**src/rtl/sfc_ram.sv**
```systemverilog
// ---------------------------------------------------------------------------
// sfc_ram
// simple dual-port ram, one write port, one registered read port
// ---------------------------------------------------------------------------
module sfc_ram #(
  parameter int WIDTH = 8,
  parameter int DEPTH = 16
) (
  input  logic                     clk,
  input  logic                     we,
  input  logic [$clog2(DEPTH)-1:0] waddr,
  input  logic [WIDTH-1:0]         wdata,
  input  logic [$clog2(DEPTH)-1:0] raddr,
  output logic [WIDTH-1:0]         rdata
);

  logic [WIDTH-1:0] mem_r [DEPTH];
  logic [WIDTH-1:0] rdata_r;

  always_ff @(posedge clk) begin
    if (we) begin
      mem_r[waddr] <= wdata;
    end
    rdata_r <= mem_r[raddr];
  end

  assign rdata = rdata_r;

endmodule

```
**config.mk**
```make
export PLATFORM = sky130hd
export DESIGN_NAME = sfc_ram
export DESIGN_NICKNAME = d
export VERILOG_FILES = /design/src/rtl/sfc_ram.sv
export SDC_FILE = /design/constraint.sdc
export NUM_CORES = 1
export LEC_CHECK = 0
export BUFFER_PORTS_ARGS = -buffer_cell sky130_fd_sc_hd__buf_2
export CAP_MARGIN = 10
export CORE_UTILIZATION = 54
export DETAILED_ROUTE_END_ITERATION = 16
export PLACE_DENSITY = 0.73
export SLEW_MARGIN = 15
export SYNTH_ARGS = -nofsm -noshare
export SYNTH_HDL_FRONTEND = slang
export SYNTH_SLANG_ARGS = --single-unit
export TNS_END_PERCENT = 50
```
**constraint.sdc**
```tcl
create_clock -name clk -period 2.4 [get_ports clk]
set_input_delay 0 -clock clk [delete_from_list [all_inputs] [get_ports clk]]
set_output_delay 0 -clock clk [all_outputs]
set_load 0.02 [all_outputs]
```
### Yosys cells after proc, flatten, opt, wreduce, memory -nomap -nowiden

Memories as Yosys holds them, arrays and structs flattened. A register that Yosys moved wholly into a read port is not among the register bits.
Cells that the tools add are included.

| storage, ports and cells | value |
|---|---|
| flip-flop bits (word level) | 0 |
| memory bits (writable) | 128 |
| bits of input ports | 18 |
| output and inout port bits | 8 |
| logic and storage cells | 3 |
| memories | 1 |

| operators by class | value |
|---|---|
| multiplexer cells | 2 |

Memory list:

| memory | depth | bits a word | read ports | clocked after memory_dff | write ports | RTL line | text |
|---|---|---|---|---|---|---|---|
| mem_r | 16 | 8 | 1 | 1 | 1 | 17 | `logic [WIDTH-1:0] mem_r [DEPTH];` |

Operator list:

| operator | number |
|---|---|
| 1-bit 2-to-1 mux | 2 |

### Longest topological paths before layout

| depth | value |
|---|---|
| depth in word-level cells | 2 |
| mapped depth | 5 |
| depth with buffers taken out | 3 |

### Least setup slack after synthesis

OpenSTA, ideal clock, no wires.

| path | value |
|---|---|
| kind | input port to flip-flop |
| start | in waddr[2] |
| end | mem mem_r[0][0] (enable) |
| setup time | 383 ps |
| arrival | 1,110 ps |
| data required time | 2,017 ps |
| setup slack | 907 ps |
| stages | 2 |
| buffers on the path | 0 |
| cells stage by stage | or3b_2 > nor3_1 |

RTL lines:

| item | RTL line | text |
|---|---|---|
| start: declaration | 11 | `input logic [$clog2(DEPTH)-1:0] waddr,` |
| end: declaration | 17 |  |

No word-level cell before the write port.

==> metrics.txt <==
unique cell type count in the Yosys netlist 19; via count about 2500; total clock sinks 136; antenna cells 0; Placed Cells approximately 400; H-tree Lvls 4; total core area between 9000 and 10000 um2; Max-slew headroom 0.449; Sw Pwr 0.00118 W; post-synth top area share 0.747; worst reg2reg path depth 3; post-synthesis sequential area ratio 0.778; Total GRT Usage 0.225; Sequential Power Share 0.472; Layout Skew 6.19 ps; FP Rows 35; worst hold path depth 3; CTS Root Buffer Type clkbuf_8; internal power approximately 0.0045 W; worst skew pair latency approximately 510 ps; Resize count post-CTS 0; Power, Total roughly 0.0057 W; final net count 306; CP endpoint kind flip-flop; Synth Instances 229; initial core utilization 0.557; IO Port Bufs 25; CP required ~2800 ps; Finished Cell Area 6190 um2; initial DRC count 286; final worst-path cycle share 0.571; CP peak stage delay 460 ps; number of global-route vias before repair about 2600; Final Hold Violating Endpoints 0; layout cell share with drive strength beyond 1 0.309; chip height 99.6 um; Die X 99.6 um; RePlAce Congestion around 0.70; clk slew on worst S/H paths 60 ps; Post-Syn Area per Cell between 20 and 25 um2; status complete, no violations; RSZ-0062 raised after global routing false; CTS max path bufs 2; synth top area cells edfxtp_1, mux4_2, mux4_1, dfxtp_1, a22oi_1; final setup violating endpoints 0; max-slew violation total from the final report 0; Worst-Margin Slew 824 ps; maxcap violations 0; placed cell area around 5500 um2; TritonCTS Buffers 17; Sw Share 0.208; # fillers between 500 and 600; # DRC 0; Die ar. about 9900 um2; biggest area consumer among synthesized cells edfxtp_1; DPL Wire Length 5570 um; top achievable clock speed about 730 MHz; Startpoint Class flip-flop; TNS Setup 0 ps; router iterations before antenna repair 5; WL/cell 23.1 um; largest net degree at the start of global routing 29; number of routed nets with antenna violations 0; Crit-path slowest cell mux4_2; YS warnings 0; mapped cell area between 5000 and 6000 um2; critical path class reg -> reg; CTS tree built; Area growth syn-to-layout 20.3%; number of antenna violations at the first check in global routing 0; Synth Register Bits 136; first-pass GRT wire length 15000 um; Clk pwr share 0.481; Remaining Overflow, GRT 0; power per cell area 913 nW/um2; Critical Path, Cell by Cell mux4_2 -> a22oi_1 -> nand2_1; combinational power share 0.047; leakage between 2 and 2.5 nW; Syn Nets 247; VDD IR-drop max 0.000469 V; Arr. time, crit path 1750 ps; Final min period 1370 ps; fin cells 430; # IOs 26; routed wire length a little under 10000 um; critical path peak fanout 1; Via-to-Cell Ratio 5.85; Hold WC Path Type in -> reg
[per-layer routing]
metal / GRT usage / wire [um] / vias to the layer above
met5: 0 / 0 / -
met4: 0.122 / 186 / 0
met3: 0.0534 / 639 / 13
met2: 0.361 / 5100 / 128
met1: 0.290 / 4020 / 1277
li1: - / - / 1096
[cells in the final DEF (no fill, tap or decap), drive strengths merged, types with 2 or more instances in the layout]
| cell | synthesis | layout |
|---|---|---|
| bufinv | 0 | 4 |
| nand2b | 2 | 2 |
| a22oi | 16 | 16 |
| nand2 | 9 | 9 |
| clkbuf | 0 | 17 |
| mux4 | 32 | 32 |
| nor2 | 13 | 13 |
| nor3 | 4 | 4 |
| nand3b | 2 | 2 |
| clkinvlp | 0 | 3 |
| edfxtp | 128 | 128 |
| inv | 0 | 7 |
| dfxtp | 8 | 8 |
| dlygate4sd3 | 0 | 8 |
| buf | 7 | 42 |
[power by group through the flow]
stage	Combinational (W)	Sequential, W	Clock [W]
3_5_place_dp	0.000257	0.00272	0
4_1_cts	0.000271	0.00267	0.00276
5_1_grt	0.000287	0.00267	0.00284
6_report	0.000267	0.00267	0.00272
2_1_floorplan	0.000135	0.00274	0
3_3_place_gp	0.000252	0.00272	0
[stage by stage]
stage | hold slack, ps | utilization | worst slack (ps)
2_1_floorplan | 98.9 | - | 907
3_3_place_gp | 384 | 0.594 | 802
3_5_place_dp | 397 | 0.594 | 781
4_1_cts | 13.1 | 0.670 | 994
5_1_grt | 28.9 | 0.670 | 944
6_report | 44.7 | 0.670 | 1030
[cells by family after synthesis]
logic type,after synthesis,share of synthesized area
buffers and inverters,10,0.0168
muxes,32,0.150
and+or+nand+nor,35,0.0318
DFF,136,0.778
AOI/OAI and AO/OA,16,0.0233
[cells in the mapped netlist, drive strengths merged]
library cell	number
and2b	1
nand2	9
nor2b	1
a22oi	16
nand3	1
and2	1
nor3	4
or3b	1
nor2	13
nand2b	2
buf	7
nand3b	2
clkdlybuf4s25	3
dfxtp	8
mux4	32
edfxtp	128
[critical path, delay by kind of cell, from the launching register on]
family / cells / cell delay, ps
mux: 1 / 460
compound gates: 1 / 260
simple gates: 1 / 140
flops: 1 / 380
[repair_timing]
item,4_1_cts,5_1_grt
hold buffers,8,0
endpoints found under the hold margin,128,0
setup buffers,0,0
[state kept, by name, summed over array words and instances (netlist names)]
register / count
mem_r: 128
rdata: 8
[final timing paths]
check | slack, ps | end | start
min | 40 | mem_r[0][6]$_DFFE_PP_ | waddr[0]
max | 1030 | rdata[6]$_DFF_P_ | mem_r[0][6]$_DFFE_PP_
max reg2reg | 1030 | rdata[6]$_DFF_P_ | mem_r[0][6]$_DFFE_PP_
min reg2reg | 690 | rdata[0]$_DFF_P_ | mem_r[4][0]$_DFFE_PP_
[area by class of cell]
class	instances	area, um2	area share
Tap cell	129	161	0.0261
Sequential cell	136	4000	0.646
Clock buffer	17	414	0.0669
Multi-Input combinational cell	83	1060	0.171
Timing Repair Buffer	50	345	0.0557
Clock inverter	15	213	0.0343
Power figures use the tool's default switching activity.
