===== config.mk =====
export PLATFORM = sky130hd
export DESIGN_NAME = sfc_back
export DESIGN_NICKNAME = d
export VERILOG_FILES = /design/src/rtl/sfc_pkg.sv /design/src/rtl/sfc_ram.sv /design/src/rtl/sfc_div.sv /design/src/rtl/sfc_back.sv
export SDC_FILE = /design/constraint.sdc
export NUM_CORES = 2
export LEC_CHECK = 0
export ABC_AREA = 1
export BUFFER_PORTS_ARGS = -buffer_cell sky130_fd_sc_hd__buf_2
export CORE_MARGIN = 4
export CORE_UTILIZATION = 45
export DETAILED_ROUTE_END_ITERATION = 10
export PLACE_DENSITY = 0.62
export SETUP_SLACK_MARGIN = 0.02
export SLEW_MARGIN = 20
export SYNTH_ARGS = -nofsm -noshare
export SYNTH_HDL_FRONTEND = slang
export SYNTH_SLANG_ARGS = --single-unit

===== constraint.sdc =====
create_clock -name clk -period 16.44 [get_ports clk]
set_input_delay 0.822 -clock clk [delete_from_list [all_inputs] [get_ports clk]]
set_output_delay 0.822 -clock clk [all_outputs]
set_load 0.03 [all_outputs]

===== src/rtl/sfc_pkg.sv =====
// ---------------------------------------------------------------------------
// sfc_pkg
// types and constants of the spectral frame compander
// ---------------------------------------------------------------------------
package sfc_pkg;

  localparam int AMP_W  = 24;
  localparam int Q16_W  = 17;
  localparam int GAIN_W = 20;
  localparam int VAL_W  = 20;
  localparam int CNT_W  = 7;
  localparam int IDX_W  = 2;

  localparam logic [VAL_W-1:0] Q4_16_MAX = 20'hFFFFF;

  localparam logic [Q16_W-1:0]  CT_RESET = 17'd52429;
  localparam logic [GAIN_W-1:0] CG_RESET = 20'd32768;
  localparam logic [Q16_W-1:0]  ET_RESET = 17'd6554;
  localparam logic [GAIN_W-1:0] EG_RESET = 20'd131072;

  typedef enum logic [IDX_W-1:0] {
    REG_CT = 2'd0,
    REG_CG = 2'd1,
    REG_ET = 2'd2,
    REG_EG = 2'd3
  } cfg_reg_t;

  typedef struct packed {
    logic [AMP_W-1:0] bin_amplitude;
    logic             frame_end;
  } in_item_t;

  typedef struct packed {
    logic [Q16_W-1:0] out_amplitude;
    logic             out_last;
    logic             peak_zero_error;
  } out_item_t;

  typedef struct packed {
    logic [Q16_W-1:0]  compress_threshold;
    logic [GAIN_W-1:0] compress_gain;
    logic [Q16_W-1:0]  expand_threshold;
    logic [GAIN_W-1:0] expand_gain;
  } cfg_t;

  typedef struct packed {
    logic             bank;
    logic [CNT_W-1:0] count;
    logic [AMP_W-1:0] peak;
  } frame_desc_t;

endpackage


===== src/rtl/sfc_ram.sv =====
// ---------------------------------------------------------------------------
// sfc_ram
// simple dual-port ram, one write port, one registered read port
// ---------------------------------------------------------------------------
module sfc_ram #(
  parameter int WIDTH = 8,
  parameter int DEPTH = 16
) (
  input  logic                     clk,
  input  logic                     we,
  input  logic [$clog2(DEPTH)-1:0] waddr,
  input  logic [WIDTH-1:0]         wdata,
  input  logic [$clog2(DEPTH)-1:0] raddr,
  output logic [WIDTH-1:0]         rdata
);

  logic [WIDTH-1:0] mem_r [DEPTH];
  logic [WIDTH-1:0] rdata_r;

  always_ff @(posedge clk) begin
    if (we) begin
      mem_r[waddr] <= wdata;
    end
    rdata_r <= mem_r[raddr];
  end

  assign rdata = rdata_r;

endmodule


===== src/rtl/sfc_div.sv =====
// ---------------------------------------------------------------------------
// sfc_div
// restoring divider, x * 2^16 / d with x <= d, one quotient bit per cycle
// ---------------------------------------------------------------------------
module sfc_div (
  input  logic                       clk,
  input  logic                       rst_n,
  input  logic                       start,
  input  logic [sfc_pkg::AMP_W-1:0]  dividend,
  input  logic [sfc_pkg::AMP_W-1:0]  divisor,
  output logic                       done,
  output logic [sfc_pkg::Q16_W-1:0]  quot
);
  import sfc_pkg::*;

  logic [AMP_W:0]   r_r, r_nxt;
  logic [AMP_W-1:0] d_r, d_nxt;
  logic [Q16_W-1:0] q_r, q_nxt;
  logic [4:0]       step_r, step_nxt;
  logic             run_r, run_nxt;
  logic             done_r, done_nxt;
  logic             ge;
  logic [AMP_W:0]   rem;

  always_comb begin
    ge       = r_r >= {1'b0, d_r};
    rem      = ge ? (r_r - {1'b0, d_r}) : r_r;
    r_nxt    = r_r;
    d_nxt    = d_r;
    q_nxt    = q_r;
    step_nxt = step_r;
    run_nxt  = run_r;
    done_nxt = 1'b0;
    if (start) begin
      r_nxt    = {1'b0, dividend};
      d_nxt    = divisor;
      q_nxt    = '0;
      step_nxt = 5'd16;
      run_nxt  = 1'b1;
    end else if (run_r) begin
      q_nxt = {q_r[Q16_W-2:0], ge};
      // remainder stays below the divisor, so the shift cannot overflow
      r_nxt = {rem[AMP_W-1:0], 1'b0};
      if (step_r == 5'd0) begin
        run_nxt  = 1'b0;
        done_nxt = 1'b1;
      end else begin
        step_nxt = step_r - 5'd1;
      end
    end
  end

  always_ff @(posedge clk) begin
    if (!rst_n) begin
      run_r  <= 1'b0;
      done_r <= 1'b0;
    end else begin
      run_r  <= run_nxt;
      done_r <= done_nxt;
    end
    r_r    <= r_nxt;
    d_r    <= d_nxt;
    q_r    <= q_nxt;
    step_r <= step_nxt;
  end

  assign done = done_r;
  assign quot = q_r;

endmodule


===== src/rtl/sfc_back.sv =====
// ---------------------------------------------------------------------------
// sfc_back
// normalizes, companders and renormalizes one queued frame, then emits it
// ---------------------------------------------------------------------------
module sfc_back #(
  parameter int FRAME_BINS = 64
) (
  input  logic                        clk,
  input  logic                        rst_n,
  input  sfc_pkg::cfg_t               cfg,
  input  logic                        desc_valid,
  input  sfc_pkg::frame_desc_t        desc,
  output logic                        desc_pop,
  output logic                        frame_done,
  output logic [$clog2(FRAME_BINS):0] rd_addr,
  input  logic [sfc_pkg::AMP_W-1:0]   rd_data,
  output logic                        out_valid,
  output sfc_pkg::out_item_t          out_data
);
  import sfc_pkg::*;

  localparam int AW = $clog2(FRAME_BINS);

  typedef enum logic [9:0] {
    S_IDLE  = 10'b0000000001,
    S_P1_RD = 10'b0000000010,
    S_P1_GO = 10'b0000000100,
    S_P1_DV = 10'b0000001000,
    S_P1_ML = 10'b0000010000,
    S_P1_AD = 10'b0000100000,
    S_P2_RD = 10'b0001000000,
    S_P2_GO = 10'b0010000000,
    S_P2_DV = 10'b0100000000,
    S_ZERO  = 10'b1000000000
  } state_t;

  typedef enum logic [1:0] {
    M_PASS = 2'd0,
    M_COMP = 2'd1,
    M_EXP  = 2'd2
  } mode_t;

  state_t           state_r, state_nxt;
  logic             bank_r, bank_nxt;
  logic [CNT_W-1:0] count_r, count_nxt, i_r, i_nxt;
  logic [AMP_W-1:0] peak1_r, peak1_nxt;
  logic [VAL_W-1:0] peak2_r, peak2_nxt;
  logic [Q16_W-1:0] n_r, n_nxt;
  logic [36:0]      prod_r, prod_nxt;
  mode_t            mode_r, mode_nxt;
  logic             ov_r, ov_nxt;
  out_item_t        od_r, od_nxt;

  logic             div_start, div_done;
  logic [AMP_W-1:0] div_x, div_d;
  logic [Q16_W-1:0] div_q;
  logic             mid_we;
  logic [VAL_W-1:0] mid_wdata, mid_rdata;
  logic [VAL_W-1:0] v;
  logic [20:0]      sh;
  logic [21:0]      csum;
  logic [Q16_W-1:0] diff;
  logic [GAIN_W-1:0] gain;
  logic             last;

  assign rd_addr   = {bank_r, i_r[AW-1:0]};
  assign div_start = (state_r == S_P1_GO) || (state_r == S_P2_GO);
  assign div_x     = (state_r == S_P1_GO) ? rd_data : {{(AMP_W-VAL_W){1'b0}}, mid_rdata};
  assign div_d     = (state_r == S_P1_GO) ? peak1_r : {{(AMP_W-VAL_W){1'b0}}, peak2_r};
  assign last      = (i_r + CNT_W'(1)) == count_r;

  sfc_div u_div (
    .clk      (clk),
    .rst_n    (rst_n),
    .start    (div_start),
    .dividend (div_x),
    .divisor  (div_d),
    .done     (div_done),
    .quot     (div_q)
  );

  sfc_ram #(.WIDTH(VAL_W), .DEPTH(FRAME_BINS)) u_mid (
    .clk   (clk),
    .we    (mid_we),
    .waddr (i_r[AW-1:0]),
    .wdata (mid_wdata),
    .raddr (i_r[AW-1:0]),
    .rdata (mid_rdata)
  );

  // companding operand select
  always_comb begin
    if (n_r > cfg.compress_threshold) begin
      mode_nxt = M_COMP;
      diff     = n_r - cfg.compress_threshold;
      gain     = cfg.compress_gain;
    end else if (n_r < cfg.expand_threshold) begin
      mode_nxt = M_EXP;
      diff     = cfg.expand_threshold - n_r;
      gain     = cfg.expand_gain;
    end else begin
      mode_nxt = M_PASS;
      diff     = '0;
      gain     = '0;
    end
    prod_nxt = {{Q16_W{1'b0}}, gain} * {{GAIN_W{1'b0}}, diff};
  end

  // companding result from the registered product
  always_comb begin
    sh   = prod_r[36:16];
    csum = {5'd0, cfg.compress_threshold} + {1'b0, sh};
    case (mode_r)
      M_COMP:  v = (csum > {2'b0, Q4_16_MAX}) ? Q4_16_MAX : csum[VAL_W-1:0];
      M_EXP:   v = (sh >= {4'd0, cfg.expand_threshold}) ? '0
                   : VAL_W'(cfg.expand_threshold - sh[Q16_W-1:0]);
      default: v = {3'd0, n_r};
    endcase
  end

  assign mid_we    = (state_r == S_P1_AD);
  assign mid_wdata = v;

  always_comb begin
    state_nxt  = state_r;
    bank_nxt   = bank_r;
    count_nxt  = count_r;
    i_nxt      = i_r;
    peak1_nxt  = peak1_r;
    peak2_nxt  = peak2_r;
    n_nxt      = n_r;
    ov_nxt     = 1'b0;
    od_nxt     = od_r;
    desc_pop   = 1'b0;
    frame_done = 1'b0;
    unique case (state_r)
      S_IDLE: begin
        if (desc_valid) begin
          desc_pop  = 1'b1;
          bank_nxt  = desc.bank;
          count_nxt = desc.count;
          peak1_nxt = desc.peak;
          peak2_nxt = '0;
          i_nxt     = '0;
          state_nxt = (desc.peak == '0) ? S_ZERO : S_P1_RD;
        end
      end
      S_P1_RD: state_nxt = S_P1_GO;
      S_P1_GO: state_nxt = S_P1_DV;
      S_P1_DV: begin
        if (div_done) begin
          n_nxt     = div_q;
          state_nxt = S_P1_ML;
        end
      end
      S_P1_ML: state_nxt = S_P1_AD;
      S_P1_AD: begin
        if (v > peak2_r) begin
          peak2_nxt = v;
        end
        if (last) begin
          i_nxt     = '0;
          state_nxt = (v == '0 && peak2_r == '0) ? S_ZERO : S_P2_RD;
        end else begin
          i_nxt     = i_r + CNT_W'(1);
          state_nxt = S_P1_RD;
        end
      end
      S_P2_RD: state_nxt = S_P2_GO;
      S_P2_GO: state_nxt = S_P2_DV;
      S_P2_DV: begin
        if (div_done) begin
          ov_nxt = 1'b1;
          od_nxt = '{out_amplitude: div_q, out_last: last, peak_zero_error: 1'b0};
          i_nxt  = i_r + CNT_W'(1);
          if (last) begin
            frame_done = 1'b1;
            state_nxt  = S_IDLE;
          end else begin
            state_nxt = S_P2_RD;
          end
        end
      end
      S_ZERO: begin
        ov_nxt = 1'b1;
        od_nxt = '{out_amplitude: '0, out_last: last, peak_zero_error: 1'b1};
        i_nxt  = i_r + CNT_W'(1);
        if (last) begin
          frame_done = 1'b1;
          state_nxt  = S_IDLE;
        end
      end
      default: state_nxt = S_IDLE;
    endcase
  end

  always_ff @(posedge clk) begin
    if (!rst_n) begin
      state_r <= S_IDLE;
      ov_r    <= 1'b0;
    end else begin
      state_r <= state_nxt;
      ov_r    <= ov_nxt;
    end
    bank_r  <= bank_nxt;
    count_r <= count_nxt;
    i_r     <= i_nxt;
    peak1_r <= peak1_nxt;
    peak2_r <= peak2_nxt;
    n_r     <= n_nxt;
    prod_r  <= prod_nxt;
    mode_r  <= mode_nxt;
    od_r    <= od_nxt;
  end

  assign out_valid = ov_r;
  assign out_data  = od_r;

endmodule


# Word level (Yosys, flattened, before mapping)
# Memories as Yosys holds them, arrays and structs flattened. A register that Yosys moved wholly into a read port is not among the register bits.
# Index checks and enable logic that the tools add are counted.
# word_totals
regBits	218
latch_bits	0
ram_bits	1280
romBits	0
inputBits	133
word_cells	119
mem_count	1
# mem_list
name	words	word_bits	read_ports	rd_ports_with_merged_regs	write_ports	line	rtl
u_mid.mem_r	64	20	1	1	1	sfc_ram.sv:17	logic [WIDTH-1:0] mem_r [DEPTH];
# classes
add_sub_neg	7
n_mul	1
div_mod_pow	0
n_lt_le_gt_ge	6
n_eq_ne	18
shift	0
muxes	44
bitwise	3
n_reduce_logical	18
# op_table
cell	count
2-to-1 mux 20 bit	7
one-hot mux 10 bit (10 select lines)	1
2-to-1 mux 24 bit	4
one-hot mux 20 bit (2 select lines)	2
2-to-1 mux 10 bit	7
zero test 20 bit	2
one-hot mux 19 bit (2 select lines)	1
multiplier 20 x 17 -> 37 bit	1
2-to-1 mux 17 bit	2
subtractor 17 bit	2
2-to-1 mux 7 bit	4
one-hot mux 7 bit (4 select lines)	1
greater-or-equal comparator 25 x 24 -> 1 bit	1
zero test 24 bit	1
subtractor 24 bit	1
adder 17 x 21 -> 22 bit	1
> comparator 22 x 20 -> 1 bit (second input constant)	1
greater-or-equal comparator 21 x 17 -> 1 bit	1
> comparator 20 bit	1
2-to-1 mux 19 bit	1
subtractor 17 x 17 -> 18 bit	1
> comparator 17 bit	1
less-than comparator 17 bit	1
2-to-1 mux 1 bit	11
other kinds (29)	41

# Depth between registers and ports, before layout
# depth
ltp_word	9
mapped_depth	39
mapped_depth_nobuf	39

# Cells and area by module
# Synthesis repeated with hierarchy kept, for this count alone.
# hier_totals
hier_cells	7928
hier_area_um2	78776.8
# modules_own_cells
mod	instances	cells_each	area_each_um2	seq_area_each_um2
sfc_ram	1	4373	52123.7	38837.2
sfc_back	1	2860	21779.6	3533.4
sfc_div	1	695	4873.4	1941.9

# Least setup slack after synthesis
# OpenSTA, ideal clock, no wires.
# synth_timing
path_kind	input-to-reg
startpoint	in cfg[59] (netlist bit)
endpoint	reg prod_r[35]
setup_time_ns	0.123
arrival_time_ns	7.555
setup_slack_ns	8.761
stages	35
n_path_buf	2
cell_sequence	inv_1 ha_1 nand2_1 nand2_1 nand3_1 nand2_1 a21oi_1 o221ai_2 nand2_4 inv_6 nor2_8 inv_2 buf_4 o22ai_2 buf_4 nand2_1 fa_1 fa_1 fa_1 inv_1 fa_1 fa_1 inv_1 fa_1 inv_1 ha_1 nand4_1 nor3_1 a21oi_1 o21ai_0 nand3_1 nand3_1 a21o_1 a21oi_1 xor2_1
# synth_via
elab_chain_len	3
elab_cells_between_ends	5
classes_between	add/sub: 1; mul: 1; order compare: 1; mux: 2
# synth_lines
item	line	rtl
start: declaration	sfc_back.sv:10	input sfc_pkg::cfg_t cfg,
subtractor 17 bit or > comparator 17 bit (tied branches)	sfc_back.sv:95, sfc_back.sv:93	
2-to-1 mux 17 bit or 2-to-1 mux 20 bit (tied branches)	sfc_back.sv:93	if (n_r > cfg.compress_threshold) begin
multiplier 20 x 17 -> 37 bit *	sfc_back.sv:106	prod_nxt = {{Q16_W{1'b0}}, gain} * {{GAIN_W{1'b0}}, diff};
via prod_nxt[35]	sfc_back.sv:49	logic [36:0] prod_r, prod_nxt;
end signal: assignment	sfc_back.sv:211	prod_r <= prod_nxt;
end: declaration	sfc_back.sv:49	
# The timed path passes the listed nets; every way through them passes the cells marked *.
# A chain may end at the register's enable or synchronous reset.

# Final worst setup path
# layout_timing
startpoint	reg n_r[10]
endpoint	reg prod_r[34]
# layout_via
elab_chain_len	4
elab_cells_between_ends	9
classes_between	add/sub: 2; mul: 1; order compare: 2; mux: 4
# layout_lines
item	line	rtl
start: declaration	sfc_back.sv:48	logic [Q16_W-1:0] n_r, n_nxt;
start signal: assignment	sfc_back.sv:210	n_r <= n_nxt;
subtractor 17 bit or less-than comparator 17 bit (tied branches)	sfc_back.sv:99, sfc_back.sv:97	
2-to-1 mux 17 bit or 2-to-1 mux 20 bit (tied branches)	sfc_back.sv:97	end else if (n_r < cfg.expand_threshold) begin
2-to-1 mux 17 bit or 2-to-1 mux 20 bit (tied branches)	sfc_back.sv:93	
multiplier 20 x 17 -> 37 bit *	sfc_back.sv:106	
via prod_nxt[34]	sfc_back.sv:49	
# Marks and branches as above.

==> flow_metrics.tcl <==
set metrics [dict create \
    run_status "completed" \
    drcViolationCount 0 \
    worst_clock_skew_ns 0.03539 \
    initialDrtViolationCount 5150 \
    tightestPinTransition_ns 1.067 \
    synth.lib_cells_used.distinct 73 \
    worstPathMaxFanout 26 \
    power.share.combinational_pct 41.5 \
    die_area_um2 167600 \
    max_freq_mhz 100.2 \
    final_clock_period_utilization_by_the_worst_path_pct 60.71 \
    syn-cell-area_um2 72480 \
    synthMostInstantiatedCell "sky130_fd_sc_hd__edfxtp_1" \
    power_report.internal_total_mw 8.232 \
    path_class "register to register" \
    synthCells 5910 \
    cts.repair.resized 0 \
    drt-wirelength-per-cell_um 25.63 \
    place_hpwl_um 142200 \
    gr-usage-met3_pct 3.968 \
    rr_endpoint "prod_r[34]$_DFF_P_" \
    regToRegStartpoint "n_r[10]$_DFFE_PP_" \
    drive_above_1_share_pct 11.17 \
    die-height_um 409.3 \
    gr-total-overflow 0 \
    post_synth.cell_area_avg_um2 12.26 \
    finalWirelength_um 215400 \
    clk_pin_slew_ns 0.06 \
    tns_ns 0 \
    netlist_top_cells_area "sky130_fd_sc_hd__edfxtp_1 59%, sky130_fd_sc_hd__fa_1 7.5%, sky130_fd_sc_hd__nand2_1 5.7%, sky130_fd_sc_hd__ha_1 4.2%, sky130_fd_sc_hd__inv_1 3.4%" \
    multiInputGateArea_um2 24780 \
    critPathMaxStageDelay_ns 0.68 \
    start_util_pct 45.19 \
    min-delay-start "desc[31]" \
    timing.critical_path.slowest_stage_cell "sky130_fd_sc_hd__o22ai_1" \
    port-buffer-count 161 \
    grt_use_total_pct 25.47 \
    num-fill-cells 14030 \
    power.sequential.fraction_pct 34.9 \
    synth_enable_flop_cells 1423 \
    timing.hold.worst.class "primary input to register" \
    power_density_nw_per_um2 169.8 \
    num-nets-final 6771 \
    gp_congestion 0.9364 \
    ys_dominant_reg_cell "sky130_fd_sc_hd__edfxtp_1" \
    synth-warning-count 0 \
    seq_area_frac_synth_pct 61.14 \
    grt_pass1_wl_um 318200 \
    ant_nets 0 \
    critPathArrivalTime_ns 10.62 \
    reg2reg_slack_ns 6.46 \
    clock-root-buffer "sky130_fd_sc_hd__clkbuf_16" \
    first_drt_pass_iteration_count 5 \
    finalPower_mw 13.73 \
    grt_pass1_vias 47620 \
    hold_path_end "bank_r$_DFFE_PP_" \
    grtUsageMet2_pct 39.77 \
    finalHoldViolations 0 \
    post-synth-top-area-fraction_pct 58.95 \
    setup_viol_count_final 0 \
    tritoncts_num_sinks 1502 \
    cts-buffers-inserted 146 \
    final_critical_delay_including_setup_and_external_delays_ns 9.981 \
    cts_hold_repair.buffers 0 \
    leakage_power_nw 30.51 \
    min_delay_path_depth 1 \
    synthesis.nets 6557 \
    cts_tree "built" \
    r2r.worst_path.cells 31 \
    insertion_delay_ns 0.79 \
    core_area_um2 160400 \
    cp.required_ns 17.08 \
    die_width_um 409.3 \
    cts_post_setup_buffers_inserted 0 \
    avgViaCountPerCell 5.767 \
    slew_headroom_pct 28.88 \
    power_switching_mw 5.500 \
    timing_max_transition_violations_final 0 \
    cp-end-kind "register" \
    post-synth-top-area-cell "sky130_fd_sc_hd__edfxtp_1" \
    antenna_violations_before_repair 14 \
    power.ir.vdd_worst_v 0.0002584 \
    syn2layout_area_growth_pct 11.59 \
    synthesis_stage_register_bit_count 1502 \
    htree_levels 4 \
    fraction_of_synthesis_flops_using_an_asynchronous_set_or_reset_pin_pct 0 \
    worst_setup_path_start_kind "register" \
    maxCapViolCount 0 \
    vias 48480 \
    grt_max_degree 89 \
    cell_repeated_most_along_the_worst_path "sky130_fd_sc_hd__fa_1" \
    grt_setup_unrepaired "false" \
    ctsLongestPathBuffers 3 \
    netSwitchingFraction_pct 40.05 \
    num_io_pins 162 \
    register_area_um2 44310 \
    grt.met1_usage_pct 36.84 \
    synth.cells.most_frequent "1423 x sky130_fd_sc_hd__edfxtp_1, 1107 x sky130_fd_sc_hd__nand2_1, 659 x sky130_fd_sc_hd__inv_1, 389 x sky130_fd_sc_hd__nor2_1, 272 x sky130_fd_sc_hd__fa_1" \
    rows 147 \
    global_route.peak_usage_layer "met2" \
    clock_power_share_pct 23.6 \
]
area by class of cell:
class,instances,share of cell area (%)
Multi-Input combinational cell,3486,30.64
Timing Repair Buffer,305,2.391
Sequential cell,1502,54.78
Clock inverter,74,0.7951
Antenna cell,9,0.02784
Inverter,683,3.180
Clock buffer,188,4.843
Tap cell,2160,3.341
power groups by stage:
stage	registers [mW]	logic, mW	clock network (mW)
CTS	4.78	5.69	3.28
finish	4.79	5.70	3.24
global route	4.79	6.28	3.45
global placement	4.86	5.62	0
detailed placement	4.86	5.65	0
floorplan	4.79	3.61	0
worst max-delay path by stage:
stage                           start                  to  cells after the start
CTS                  n_r[2]$_DFFE_PP_  prod_r[35]$_DFF_P_                     34
detailed placement            cfg[67]  prod_r[35]$_DFF_P_                     34
global route         n_r[2]$_DFFE_PP_  prod_r[35]$_DFF_P_                     34
floorplan                     cfg[59]  prod_r[35]$_DFF_P_                     35
finish              n_r[10]$_DFFE_PP_  prod_r[34]$_DFF_P_                     31
global placement              cfg[59]  prod_r[35]$_DFF_P_                     36
routing by layer:
| metal | part of all wire (%) | vias to the layer above |
|---|---|---|
| met5 | 0.0060 | - |
| met1 | 42 | 24470 |
| met3 | 8.7 | 323 |
| met4 | 3.1 | 2 |
| met2 | 46 | 2205 |
| li1 | - | 21480 |
cell usage in the layout (no fill, tap or decap), drive strengths merged, types with 7 or more instances in the layout:
master	count
a2111o	8
a21o	7
a21oi	212
a221oi	154
a22o	146
a22oi	212
a31oi	14
and2	15
buf	305
bufinv	7
clkbuf	188
clkinv	59
dfxtp	79
diode	9
edfxtp	1423
fa	272
ha	242
inv	686
nand2	1114
nand3	88
nand4	194
nor2	398
nor3	31
nor4	17
o211ai	8
o21a	8
o21ai	163
o21bai	8
o22ai	28
or2	9
xnor2	49
xor2	50
registers in the layout (all words and copies together) (netlist names), 2 cells and up:
signal,flops
state_r,10
u_mid.mem_r,1280
mode_r,2
u_div.quot,17
peak1_r,24
u_div.d_r,24
u_mid.rdata,20
out_data,19
peak2_r,20
count_r,7
prod_r,21
u_div.step_r,5
u_div.r_r,25
i_r,7
n_r,17
kinds of logic (layout without fill, tap and decap cells):
| logic type | Yosys count | count (layout) | synth area share [%] |
|---|---|---|---|
| AO/OA/AOI/OAI | 997 | 997 | 9.952 |
| AND/OR/NAND/NOR | 1876 | 1876 | 10.99 |
| adder cells (fa/ha/maj) | 514 | 514 | 11.69 |
| flip-flops | 1502 | 1502 | 61.14 |
| other | 0 | 9 | 0 |
| buffers and inverters | 922 | 1250 | 5.030 |
| XOR/XNOR | 99 | 99 | 1.207 |
stage by stage:
| stage | std cells | hold WS [ns] | setup WS [ns] | utilization, % | area [µm²] |
|---|---|---|---|---|---|
| 2_1_floorplan | 5910 | 0.4082 | 8.761 | - | 72480 |
| 3_3_place_gp | 8135 | 0.4096 | 6.361 | 47.57 | 76290 |
| 3_5_place_dp | 8136 | 0.4149 | 6.142 | 47.57 | 76290 |
| 4_1_cts | 8398 | 0.1754 | 6.550 | 50.41 | 80860 |
| 5_1_grt | 8400 | 0.2059 | 5.873 | 50.42 | 80870 |
| 6_report | 8407 | 0.2257 | 6.459 | 50.43 | 80890 |
critical path: cells and delay by family, from the launching register on:
family,cells,cell delay [ns]
AND/OR/NAND/NOR,6,1.96
XOR/XNOR,1,0.17
flip-flops,1,0.48
AO/OA/AOI/OAI,9,2.47
adder cells (fa/ha/maj),8,3.63
buffers and inverters,7,1.07
Note: power is estimated with default switching activity, not from simulation.
