## src/rtl/sfc_pkg.sv

```systemverilog
// ---------------------------------------------------------------------------
// sfc_pkg
// types and constants of the spectral frame compander
// ---------------------------------------------------------------------------
package sfc_pkg;

  localparam int AMP_W  = 24;
  localparam int Q16_W  = 17;
  localparam int GAIN_W = 20;
  localparam int VAL_W  = 20;
  localparam int CNT_W  = 7;
  localparam int IDX_W  = 2;

  localparam logic [VAL_W-1:0] Q4_16_MAX = 20'hFFFFF;

  localparam logic [Q16_W-1:0]  CT_RESET = 17'd52429;
  localparam logic [GAIN_W-1:0] CG_RESET = 20'd32768;
  localparam logic [Q16_W-1:0]  ET_RESET = 17'd6554;
  localparam logic [GAIN_W-1:0] EG_RESET = 20'd131072;

  typedef enum logic [IDX_W-1:0] {
    REG_CT = 2'd0,
    REG_CG = 2'd1,
    REG_ET = 2'd2,
    REG_EG = 2'd3
  } cfg_reg_t;

  typedef struct packed {
    logic [AMP_W-1:0] bin_amplitude;
    logic             frame_end;
  } in_item_t;

  typedef struct packed {
    logic [Q16_W-1:0] out_amplitude;
    logic             out_last;
    logic             peak_zero_error;
  } out_item_t;

  typedef struct packed {
    logic [Q16_W-1:0]  compress_threshold;
    logic [GAIN_W-1:0] compress_gain;
    logic [Q16_W-1:0]  expand_threshold;
    logic [GAIN_W-1:0] expand_gain;
  } cfg_t;

  typedef struct packed {
    logic             bank;
    logic [CNT_W-1:0] count;
    logic [AMP_W-1:0] peak;
  } frame_desc_t;

endpackage

```

## src/rtl/sfc_front.sv

```systemverilog
// ---------------------------------------------------------------------------
// sfc_front
// loads bins into a store bank, tracks the peak, queues finished frames
// ---------------------------------------------------------------------------
module sfc_front #(
  parameter int FRAME_BINS = 64
) (
  input  logic                           clk,
  input  logic                           rst_n,
  input  logic                           start,
  output logic                           busy,
  input  sfc_pkg::in_item_t              in_data,
  output logic                           wr_en,
  output logic [$clog2(FRAME_BINS):0]    wr_addr,
  output logic [sfc_pkg::AMP_W-1:0]      wr_data,
  output logic                           desc_valid,
  output sfc_pkg::frame_desc_t           desc,
  input  logic                           desc_pop,
  input  logic                           frame_done
);
  import sfc_pkg::*;

  localparam int AW = $clog2(FRAME_BINS);

  logic [CNT_W-1:0] count_r, count_nxt;
  logic [AMP_W-1:0] peak_r, peak_nxt;
  logic             wbank_r, wbank_nxt;
  frame_desc_t      q_r [2];
  logic             wp_r, wp_nxt, rp_r, rp_nxt;
  logic [1:0]       qn_r, qn_nxt, held_r, held_nxt;
  logic             accept, push;
  logic [CNT_W-1:0] count_inc;
  logic [AMP_W-1:0] peak_upd;

  assign busy      = (held_r == 2'd2);
  assign accept    = start && !busy;
  assign count_inc = count_r + CNT_W'(1);
  assign peak_upd  = (in_data.bin_amplitude > peak_r) ? in_data.bin_amplitude : peak_r;
  // a full store closes the frame as well
  assign push      = accept && (in_data.frame_end || count_inc == CNT_W'(FRAME_BINS));

  assign wr_en   = accept;
  assign wr_addr = {wbank_r, count_r[AW-1:0]};
  assign wr_data = in_data.bin_amplitude;

  assign desc_valid = (qn_r != 2'd0);
  assign desc       = q_r[rp_r];

  always_comb begin
    count_nxt = count_r;
    peak_nxt  = peak_r;
    wbank_nxt = wbank_r;
    wp_nxt    = wp_r;
    rp_nxt    = rp_r;
    if (accept) begin
      count_nxt = count_inc;
      peak_nxt  = peak_upd;
    end
    if (push) begin
      count_nxt = '0;
      peak_nxt  = '0;
      wbank_nxt = !wbank_r;
      wp_nxt    = !wp_r;
    end
    if (desc_pop) begin
      rp_nxt = !rp_r;
    end
    qn_nxt   = qn_r + {1'b0, push} - {1'b0, desc_pop};
    held_nxt = held_r + {1'b0, push} - {1'b0, frame_done};
  end

  always_ff @(posedge clk) begin
    if (!rst_n) begin
      count_r <= '0;
      peak_r  <= '0;
      wbank_r <= 1'b0;
      wp_r    <= 1'b0;
      rp_r    <= 1'b0;
      qn_r    <= '0;
      held_r  <= '0;
    end else begin
      count_r <= count_nxt;
      peak_r  <= peak_nxt;
      wbank_r <= wbank_nxt;
      wp_r    <= wp_nxt;
      rp_r    <= rp_nxt;
      qn_r    <= qn_nxt;
      held_r  <= held_nxt;
    end
    if (push) begin
      q_r[wp_r] <= '{bank: wbank_r, count: count_inc, peak: peak_upd};
    end
  end

endmodule

```

## config.mk

```make
export PLATFORM = sky130hd
export DESIGN_NAME = sfc_front
export DESIGN_NICKNAME = d
export VERILOG_FILES = /design/src/rtl/sfc_pkg.sv /design/src/rtl/sfc_front.sv
export SDC_FILE = /design/constraint.sdc
export NUM_CORES = 1
export LEC_CHECK = 0
export BUFFER_PORTS_ARGS = -buffer_cell sky130_fd_sc_hd__buf_4
export CAP_MARGIN = 20
export CORE_UTILIZATION = 54
export CTS_BUF_LIST = sky130_fd_sc_hd__clkbuf_4 sky130_fd_sc_hd__clkbuf_8
export CTS_CLUSTER_SIZE = 14
export DETAILED_ROUTE_END_ITERATION = 8
export PLACE_DENSITY_LB_ADDON = 0.15
export SYNTH_ARGS = -nofsm -noshare
export SYNTH_HDL_FRONTEND = slang
export SYNTH_SLANG_ARGS = --single-unit
```

## constraint.sdc

```tcl
create_clock -name clk -period 5.9 [get_ports clk]
set_clock_uncertainty 0.15 [all_clocks]
set_input_delay 0.59 -clock clk [delete_from_list [all_inputs] [get_ports clk]]
set_output_delay 0.59 -clock clk [all_outputs]
set_load 0.01 [all_outputs]
```

=== After elaboration in Yosys (flattened, before gate mapping) ===
Memories as Yosys holds them, arrays and structs flattened. A register that Yosys moved wholly into a read port is not among the register bits.
Index checks and enable logic that the tools add are counted.

* RAM bits: 64
* ROM bits: 0
* Output and inout port bits: 66
* Word-level logic and storage cells: 31
* Bits in latches: 0
* Memories: 1
* Input bits: 30
* Flip-flop bits (word level): 38

* $lt $le $gt $ge: 1
* Eq/ne operators: 2
* Shift operators: 0
* Bitwise gates (word level): 1
* Reductions and logical operators: 9
* Divide/modulo/power cells: 0
* Mux-type cells: 5
* Add/sub/neg operators: 5
* $mul: 0

{| class="wikitable"
|+ Memory list
! memory !! depth !! width !! rd ports !! clocked after memory_dff !! wr ports !! line !! RTL
|-
| q_r || 2 || 32 || 1 || 1 || 1 || sfc_front.sv:28 || <nowiki>frame_desc_t q_r [2];</nowiki>
|}

{| class="wikitable"
|+ Operators by type and width
! cell !! count
|-
| greater-than comparator 24 bit || 1
|-
| two-way mux 24 bit || 1
|-
| adder 7 x 1 -> 7 bit, second input constant || 1
|-
| equality test 7 bit, second input constant || 1
|-
| adder 2 x 1 -> 2 bit || 2
|-
| zero test 1 bit || 4
|-
| two-way mux 1 bit || 4
|-
| subtractor 2 x 1 -> 2 bit || 2
|-
| equality test 2 bit, second input constant || 1
|-
| logical AND 1 bit || 2
|-
| nonzero test 2 bit || 1
|-
| OR reduction 2 bit || 1
|-
| logical OR 1 bit || 1
|-
| inverter 1 bit || 1
|}

=== Longest topological paths before layout ===
Gate-level depths: netlist of run 1.

* Depth in word-level cells: 6
* Mapped depth: 11
* Depth with buffers taken out: 11

=== Least setup slack after synthesis of run 1 ===
Ideal clock, no wire load.

* Kind: register to register
* Start point: register count_r[0]
* End point: memory q_r[0][0] (netlist bit) (enable)
* Data required time: 5.329 ns
* Path slack: 2.210 ns
* Arrival time: 3.119 ns
* Stages on the path, launching flop included: 7
* Library setup time: 0.421 ns
* Cell sequence: dfxtp_1 -> ha_1 -> nand3_2 -> or3_4 -> a2111oi_4 -> o21ai_2 -> nor2_1

* Word-level cells in the longest chain between the ends: 6

{| class="wikitable"
|+ Ends and longest elaborated chain
! item !! line !! RTL
|-
| from (decl) || sfc_front.sv:25 || <nowiki>logic [CNT_W-1:0] count_r, count_nxt;</nowiki>
|-
| from (signal assigned) || sfc_front.sv:82 || <nowiki>count_r <= count_nxt;</nowiki>
|-
| adder 7 x 1 -> 7 bit || sfc_front.sv:37 || <nowiki>assign count_inc = count_r + CNT_W'(1);</nowiki>
|-
| equality test 7 bit || sfc_front.sv:40 || <nowiki>assign push = accept && (in_data.frame_end || count_inc == CNT_W'(FRAME_BINS));</nowiki>
|-
| logical OR 1 bit || sfc_front.sv:40 ||
|-
| logical AND 1 bit || sfc_front.sv:40 ||
|-
| two-way mux 1 bit || sfc_front.sv:90 || <nowiki>if (push) begin</nowiki>
|-
| two-way mux 1 bit (not written as such) || sfc_front.sv:91 || <nowiki>q_r[wp_r] <= '{bank: wbank_r, count: count_inc, peak: peak_upd};</nowiki>
|-
| to (decl) || sfc_front.sv:28 ||
|}

No other way between the ends.

=== Final worst setup path of run 1 ===
* Start point: register count_r[0]
* End point: memory q_r[0][1] (netlist bit) (enable)

The elaborated chain is that of the path after synthesis.

==> impl_metrics.csv, run 1 <==
group,metric,value,unit
logic_synthesis,synthCells,437,
hold_path,hold_class,"in -> reg",
global_route,grt_max_degree,49,
setup_path,endpoint_kind,"flop",
logic_synthesis,synthTopCellsByArea,"edfxtp_1, dfxtp_1, mux2_2",
logic_synthesis,async_flop_share,0,%
timing,fin_crit_sh,56.53,%
logic_synthesis,ys_warn_count,0,
timing,worst_pin_slew,1.025,ns
setup_path,reg2reg_to,"q_r[0][1]",
power,vdd_drop_max,152.7,uV
clock_tree,clkLatencyLatePin,0.38,ns
drt,firstDrtPassIters,4,
job,maxCapViolations,0,
timing,fmax,299.8,MHz
clock_tree,cts_buffers,9,
finish,num_antenna_cells,0,
drt,drc,0,
global_route,antenna_found_initial,0,
logic_synthesis,netlist-cell-type-count,42,
power,power_density,280.4,nW/um2
global_route,grt_pass1_vias,3213,
setup_path,start_kind,"flop",
clock_tree,clock_path_buffers,2,
timing,relSlewSlack,31.52,%
logic_synthesis,synth.top_cell.area_share,37.01,%
setup_path,r2r_slack,2.56,ns
die,start_util,55.93,%
finish,drive_above_1_share,32.81,%
timing,setup_violations,0,
placed_design,dp_hpwl,6.512,mm
drt,wl_per_cell,14.84,um
global_route,grt_overflow_total,0,
die,die_w,100.1,um
die,rows,35,
drt,vias,3311,
status,status,"complete, no violations",
timing,fin_crit,3.335,ns
setup_path,worstPathRequired,5.74,ns
clock_tree,cts_sinks,103,
drt,drt-initial-drc-count,114,
drt,ant_nets,0,
logic_synthesis,syn-num-nets,496,
finish,post-route-util,64.73,%
setup_path,crit_end,"q_r[0][1]",
logic_synthesis,synth-edff-count,64,
clock_tree,post_cts_resized,0,
die,pin_count,96,
drt,routed_wl,9.422,mm
finish,syn2layout_area_growth,15.73,%
die,core,9284,um2
setup_path,worstPathMaxFanout,32,
setup_path,r2r_start,"count_r[0]",
clock_tree,cts-root-buf,"clkbuf_8",
logic_synthesis,synth.most_common_cell,"edfxtp_1",
power,p_leak,0.002355,uW
placed_design,port_buffers,95,
setup_path,reg2regPathDepth,6,
placed_design,post_dp_cell_area,5808,um2
setup_path,startpoint,"count_r[0]",
logic_synthesis,syn_area,5192,um2
timing,finalHoldViolCount,0,
timing,slew_viol_final,0,
clock_tree,clkSlewWorstSetupHoldPaths,0.10,ns
logic_synthesis,yosysSeqAreaShare,52.05,%
timing,finalSetupTns,0,ns
global_route,grt_util_all_layers,20.14,%
global_route,grt_pass1_wl,15.35,mm
logic_synthesis,ys.flop_type,"edfxtp_1",
clock_tree,tritoncts,"done",
finish,final_area,6010,um2
drt,avgViaCountPerCell,5.214,
setup_path,crit_type,"reg -> reg",
logic_synthesis,syn_avg_cell_area,11.88,um2
timing,rsz0062_at_grt,"no",
die,chipHeight,100.1,um
logic_synthesis,yosys.area.top_type,"edfxtp_1",
placed_design,gp_congestion,0.7888,
clock_tree,htree_levels,3,
clock_tree,cts_setup_buffers,0,
logic_synthesis,synthTopCellsByCount,"edfxtp_1, nand2_1, dfxtp_1, buf_4, mux2_2",
finish,fin_nets,560,
clock_tree,hold_buffers,0,
die,die_area,10010,um2
setup_path,crit_arrival,3.17,ns
logic_synthesis,ys_ff_latch,103,
layout by cell type, fill, tap and decap left out, types with 3 or more instances in the layout:
cell       n
nand4_1    7
clkbuf_8   9
mux2i_1   24
mux2_1    20
mux2_2    36
xnor2_1   11
a21oi_1   10
o21ai_2    3
o211ai_1   3
nor3_1     4
inv_1     31
dfxtp_1   38
nor2_1    17
ha_1      29
nand2_1   59
edfxtp_1  64
xor2_1     5
buf_4     98
cell families after synthesis:
kind of cell,after synthesis,synth area share (%)
XOR/XNOR,16,2.699
multiplexers,80,16.77
AO/OA/AOI/OAI,28,4.121
adder cells (fa/ha/maj),29,6.988
AND/OR/NAND/NOR,104,9.109
flip-flops,103,52.05
buffers and inverters,77,8.265
area by class of cell:
cell class / count / area [um2]
inverter: 32 / 120.1
clock buffer: 9 / 123.9
clock inverter: 7 / 77.57
timing repair buffer: 98 / 735.7
tap: 129 / 161.4
multi-input combinational: 257 / 2087
sequential: 103 / 2704
fill: 742 / 3274
power by group:
part           total, uW  internal (uW)  switching, uW  leakage, uW
logic                360            177            183      0.00133
registers            869            833           35.8     0.000916
clock network        456            202            255     0.000106
state kept, by name (all words and copies together), names as in the netlist, named ones only:
signal and cells:
peak_r 24, q_r 64, qn_r 2, wp_r 1, count_r 7, held_r 2, rp_r 1, wbank_r 1
metrics by stage:
step,hold WS (ns),instances,power [uW],setup slack [ns]
after global placement,0.3040,619,1235,2.617
final,0.3078,635,1685,2.565
after floorplan,0.2943,437,1122,2.210
after CTS,0.3053,635,1700,2.538
after detailed placement,0.3167,619,1250,2.549
after global routing,0.3053,635,1770,2.331
worst min-delay path by stage:
| stage | from | endpoint | slack, ns | cells after the start |
|---|---|---|---|---|
| floorplan | peak_r[19] | peak_r[19] | 0.29 | 2 |
| global placement | peak_r[21] | peak_r[21] | 0.30 | 2 |
| detailed placement | peak_r[20] | peak_r[20] | 0.32 | 2 |
| CTS | rst_n | held_r[0] | 0.31 | 2 |
| global route | rst_n | held_r[0] | 0.31 | 2 |
| finish | rst_n | held_r[0] | 0.31 | 2 |
metal layers:
metal	vias up	track usage [%]	wire (um)
met2	70	33.85	4569
met1	1594	26.12	4355
met4	0	8.584	195
li1	1630	-	-
met3	17	2.994	302
met5	-	0	0
critical path, stage by stage, from the launching register on:
cell,delay [ns]
dfxtp_1,0.49
ha_1,0.30
nand3_2,0.16
or3_4,0.44
a2111oi_4,0.38
o21ai_2,0.22
nor2_4,0.82
No activity file was read; power rests on OpenSTA's default activity.
==> run 2: changes to the inputs <==
==> constraint.sdc (replaced) <==
create_clock -name clk -period 3.24 [get_ports clk]
set_clock_uncertainty 0.15 [all_clocks]
set_input_delay 0.324 -clock clk [delete_from_list [all_inputs] [get_ports clk]]
set_output_delay 0.324 -clock clk [all_outputs]
set_load 0.01 [all_outputs]
==> impl_metrics.csv, run 2 (synthesis gave the netlist of run 1 again) <==
group,metric,value,unit
timing,worst_pin_slew,0.8283,ns
setup_path,r2r_slack,0.29,ns
die,chipHeight,100.1,um
setup_path,crit_arrival,3.05,ns
die,rows,35,
drt,ant_nets,0,
status,status,"complete, no violations",
timing,fmax,339.3,MHz
power,power,3155,uW
setup_path,worstPathRequired,3.34,ns
global_route,antenna_found_initial,0,
timing,relSlewSlack,44.78,%
timing,setup_ws,0.2931,ns
placed_design,dp_hpwl,6.516,mm
clock_tree,cts_buffers,9,
die,die_w,100.1,um
clock_tree,htree_levels,3,
global_route,grt_pass1_wl,15.47,mm
drt,routed_wl,9.470,mm
clock_tree,tritoncts,"done",
power,vdd_drop_max,284.5,uV
timing,slew_viol_final,0,
clock_tree,clkLatencyLatePin,0.37,ns
clock_tree,clock_path_buffers,2,
timing,fin_crit_sh,90.95,%
power,p_leak,0.002388,uW
placed_design,port_buffers,95,
finish,drive_above_1_share,33.46,%
job,maxCapViolations,0,
timing,setup_violations,0,
hold_path,hold_class,"in -> reg",
drt,wl_per_cell,14.80,um
placed_design,gp_congestion,0.7690,
finish,mostFrequentLayoutCell,"buf_4",
finish,fin_nets,565,
drt,vias,3352,
finish,num_antenna_cells,0,
clock_tree,cts-root-buf,"clkbuf_8",
clock_tree,hold_buffers,0,
die,start_util,55.93,%
global_route,grt_util_all_layers,20.06,%
global_route,grt_pass1_vias,3247,
clock_tree,cts_sinks,103,
drt,drt-initial-drc-count,109,
setup_path,crit_type,"reg -> reg",
drt,avgViaCountPerCell,5.238,
global_route,grt_overflow_total,0,
finish,final_cell_mix,"buf_4, edfxtp_1, nand2_1",
setup_path,endpoint_kind,"flop",
die,pin_count,96,
clock_tree,post_cts_resized,0,
finish,syn2layout_area_growth,17.40,%
die,core,9284,um2
clock_tree,cts_setup_buffers,0,
drt,firstDrtPassIters,4,
placed_design,pre_cts_ws,0.3088,ns
clock_tree,clkSlewWorstSetupHoldPaths,0.10,ns
finish,max_flop_register,"q_r",
finish,reg.largest.list,"q_r (64), peak_r (24), count_r (7)",
die,die_area,10010,um2
setup_path,worstPathMaxFanout,7,
timing,rsz0062_at_grt,"no",
finish,fillers,747,
power,power_density,517.5,nW/um2
timing,fin_crit,2.947,ns
setup_path,start_kind,"flop",
timing,finalHoldViolCount,0,
drt,drc,0,
finish,largest_reg_flops,64,
global_route,grt_max_degree,49,
run 2: cell count changes in the layout (fill, tap and decap cells not counted), moves of 2 or more:
cell	previous run	this run
buf_12	0	2
clkinvlp_4	0	2
clkinv_2	2	0
buf_4	98	101
run 2: path summary, 6_finish.rpt:
path	to	cells past startpoint	from
hold reg to reg	peak_r[14]	2	peak_r[14]
setup / recovery	qn_r[1]	11	count_r[0]
hold / removal	held_r[0]	2	rst_n
setup reg to reg	qn_r[1]	11	count_r[0]
run 2: worst max-delay path, cell delays in order, from the launching register on:
cell       delay [ns]
dfxtp_1          0.48
ha_1             0.29
nand3_2          0.16
or3_4            0.43
a2111oi_4        0.36
o21ai_2          0.11
ha_1             0.29
inv_1            0.04
ha_1             0.17
xor2_1           0.17
xnor2_1          0.13
nor2_1           0.05
run 2: metal layers:
layer | global-route usage [%] | up-vias | share of wire [%]
met4 | 8.027 | 0 | 1.5
met2 | 34.11 | 88 | 49
li1 | - | 1639 | -
met3 | 2.577 | 11 | 3.9
met5 | 0 | - | 0
met1 | 26.19 | 1614 | 46
run 2: area by class of cell:
class                   instances  area, um2  share of cell area [%]
inverters                      32      120.1                   1.970
well taps                     129      161.4                   2.648
clock buffers                   9      123.9                   2.032
flip-flops and latches        103       2704                   44.36
multi-input cells             257       2087                   34.24
repair buffers                103      798.3                   13.10
clock inverters                 7      101.3                   1.663
run 2: where the power goes:
group / internal (uW) / total (uW) / leakage [uW] / switching [uW]
clock network: 443 / 901 / 0.000107 / 457
logic: 337 / 674 / 0.00137 / 337
registers: 1520 / 1580 / 0.000916 / 64.1
run 2: per-stage QoR:
stage	area, um2	utilization [%]	cells	hold slack, ns	TNS (ns)
final	6096	65.66	640	0.04269	0
after global routing	6096	65.66	640	0.03433	0
after CTS	6096	65.66	640	0.02631	0
after detailed placement	5871	63.23	624	0.3114	0
after global placement	5871	63.23	624	0.3067	0
after floorplan	5192	-	437	0.2943	-28.80
==> run 3: changes to the inputs <==
--- a/config.mk
+++ b/config.mk
@@ -7,7 +7,9 @@
 export LEC_CHECK = 0
 export BUFFER_PORTS_ARGS = -buffer_cell sky130_fd_sc_hd__buf_4
 export CAP_MARGIN = 20
-export CORE_UTILIZATION = 54
+export CELL_PAD_IN_SITES_DETAIL_PLACEMENT = 1
+export CELL_PAD_IN_SITES_GLOBAL_PLACEMENT = 1
+export CORE_UTILIZATION = 46
 export CTS_BUF_LIST = sky130_fd_sc_hd__clkbuf_4 sky130_fd_sc_hd__clkbuf_8
 export CTS_CLUSTER_SIZE = 14
 export DETAILED_ROUTE_END_ITERATION = 8
==> impl_metrics.csv, run 3 (synthesis gave the netlist of run 1 again) <==
group,metric,value,unit
hold_path,hold_class,"in -> reg",
die,core,10940,um2
clock_tree,cts-root-buf,"clkbuf_8",
global_route,grt_util_all_layers,19.49,%
status,status,"complete, no violations",
placed_design,post_dp_cell_area,5874,um2
die,pin_count,96,
die,chipHeight,108.2,um
finish,fillers,1152,
clock_tree,cts_buffers,9,
job,maxCapViolations,0,
clock_tree,hold_buffers,0,
timing,rsz0062_at_grt,"no",
finish,final_cell_mix,"buf_4, edfxtp_1, nand2_1",
setup_path,worstPathMaxFanout,7,
setup_path,start_kind,"flop",
global_route,grt_pass1_wl,17.17,mm
setup_path,worstPathRequired,3.35,ns
drt,wl_per_cell,16.27,um
timing,setup_violations,0,
timing,relSlewSlack,44.23,%
drt,vias,3353,
timing,fmax,331.5,MHz
drt,firstDrtPassIters,4,
clock_tree,clkSlewWorstSetupHoldPaths,0.10,ns
finish,fin_nets,567,
setup_path,crit_type,"reg -> reg",
timing,fin_crit,3.017,ns
global_route,grt_max_degree,49,
finish,layout.area.seq,2704,um2
timing,finalHoldViolCount,0,
drt,routed_wl,10.63,mm
clock_tree,clkLatencyLatePin,0.37,ns
finish,largest_reg_flops,64,
die,die_area,11720,um2
clock_tree,cts_setup_buffers,0,
finish,num_antenna_cells,0,
drt,drt-initial-drc-count,60,
clock_tree,tritoncts,"done",
drt,drc,0,
finish,reg.largest.list,"q_r (64), peak_r (24), count_r (7)",
placed_design,dp_hpwl,7.755,mm
power,p_leak,0.002396,uW
global_route,grt_pass1_vias,3565,
drt,ant_nets,0,
clock_tree,clock_path_buffers,2,
finish,max_flop_register,"q_r",
power,power_density,510.8,nW/um2
timing,fin_crit_sh,93.12,%
clock_tree,htree_levels,3,
global_route,grt_overflow_total,0,
drt,avgViaCountPerCell,5.135,
setup_path,endpoint_kind,"flop",
timing,worst_pin_slew,0.8365,ns
finish,mostFrequentLayoutCell,"buf_4",
clock_tree,cts_sinks,103,
clock_tree,post_cts_resized,0,
finish,final_area,6082,um2
die,start_util,47.48,%
setup_path,crit_arrival,3.12,ns
finish,post-route-util,55.62,%
placed_design,gp_congestion,0.7440,
die,die_w,108.2,um
finish,drive_above_1_share,33.72,%
global_route,antenna_found_initial,0,
placed_design,port_buffers,95,
finish,multi_input_area,2087,um2
finish,syn2layout_area_growth,17.13,%
die,rows,38,
power,vdd_drop_max,257.7,uV
timing,slew_viol_final,0,
-- run 3: final timing paths --
path | end | slack [ns] | startpoint | cells after the start
setup / recovery | qn_r[1] | 0.22 | count_r[0] | 11
hold / removal | qn_r[0] | 0.05 | rst_n | 2
setup reg to reg | qn_r[1] | 0.22 | count_r[0] | 11
hold reg to reg | peak_r[15] | 0.33 | peak_r[15] | 2
-- run 3: report_power, final --
part / switching, uW / leakage (uW) / internal, uW
sequential: 65.5 / 0.000916 / 1520
combinational: 347 / 0.00137 / 334
clock: 427 / 0.000111 / 417
-- run 3: area by class of cell --
class,count,area share (%)
Sequential cell,103,44.46
Multi-Input combinational cell,257,34.31
Timing Repair Buffer,105,12.96
Tap cell,140,2.880
Clock buffer,13,2.736
Inverter,32,1.975
Clock inverter,3,0.6789
-- run 3: critical path, cell delays in order (launching register included) --
cell	delay, ns
dfxtp_1	0.49
ha_1	0.30
nand3_2	0.16
or3_4	0.43
a2111oi_4	0.36
o21ai_2	0.12
ha_1	0.29
inv_1	0.04
ha_1	0.17
xor2_1	0.17
xnor2_1	0.15
nor2_1	0.06
-- run 3: per-layer routing --
metal	vias to the layer above	part of all wire (%)	track usage, %
li1	1637	-	-
met1	1644	43	23.13
met2	64	52	35.44
met3	8	3.7	4.039
met4	0	0.96	5.284
met5	-	0	0
-- run 3: through the flow --
stage          total power, uW  std cells  hold slack, ns  setup TNS [ns]  worst slack (ns)
2_1_floorplan             2042        437          0.2943          -28.80           -0.4500
3_3_place_gp              2269        637          0.3054               0            0.3963
3_5_place_dp              2304        637          0.3229               0            0.2376
4_1_cts                   3153        653         0.03531               0            0.2073
5_1_grt                   3259        653         0.04761               0           0.06056
6_report                  3107        653         0.04960               0            0.2230
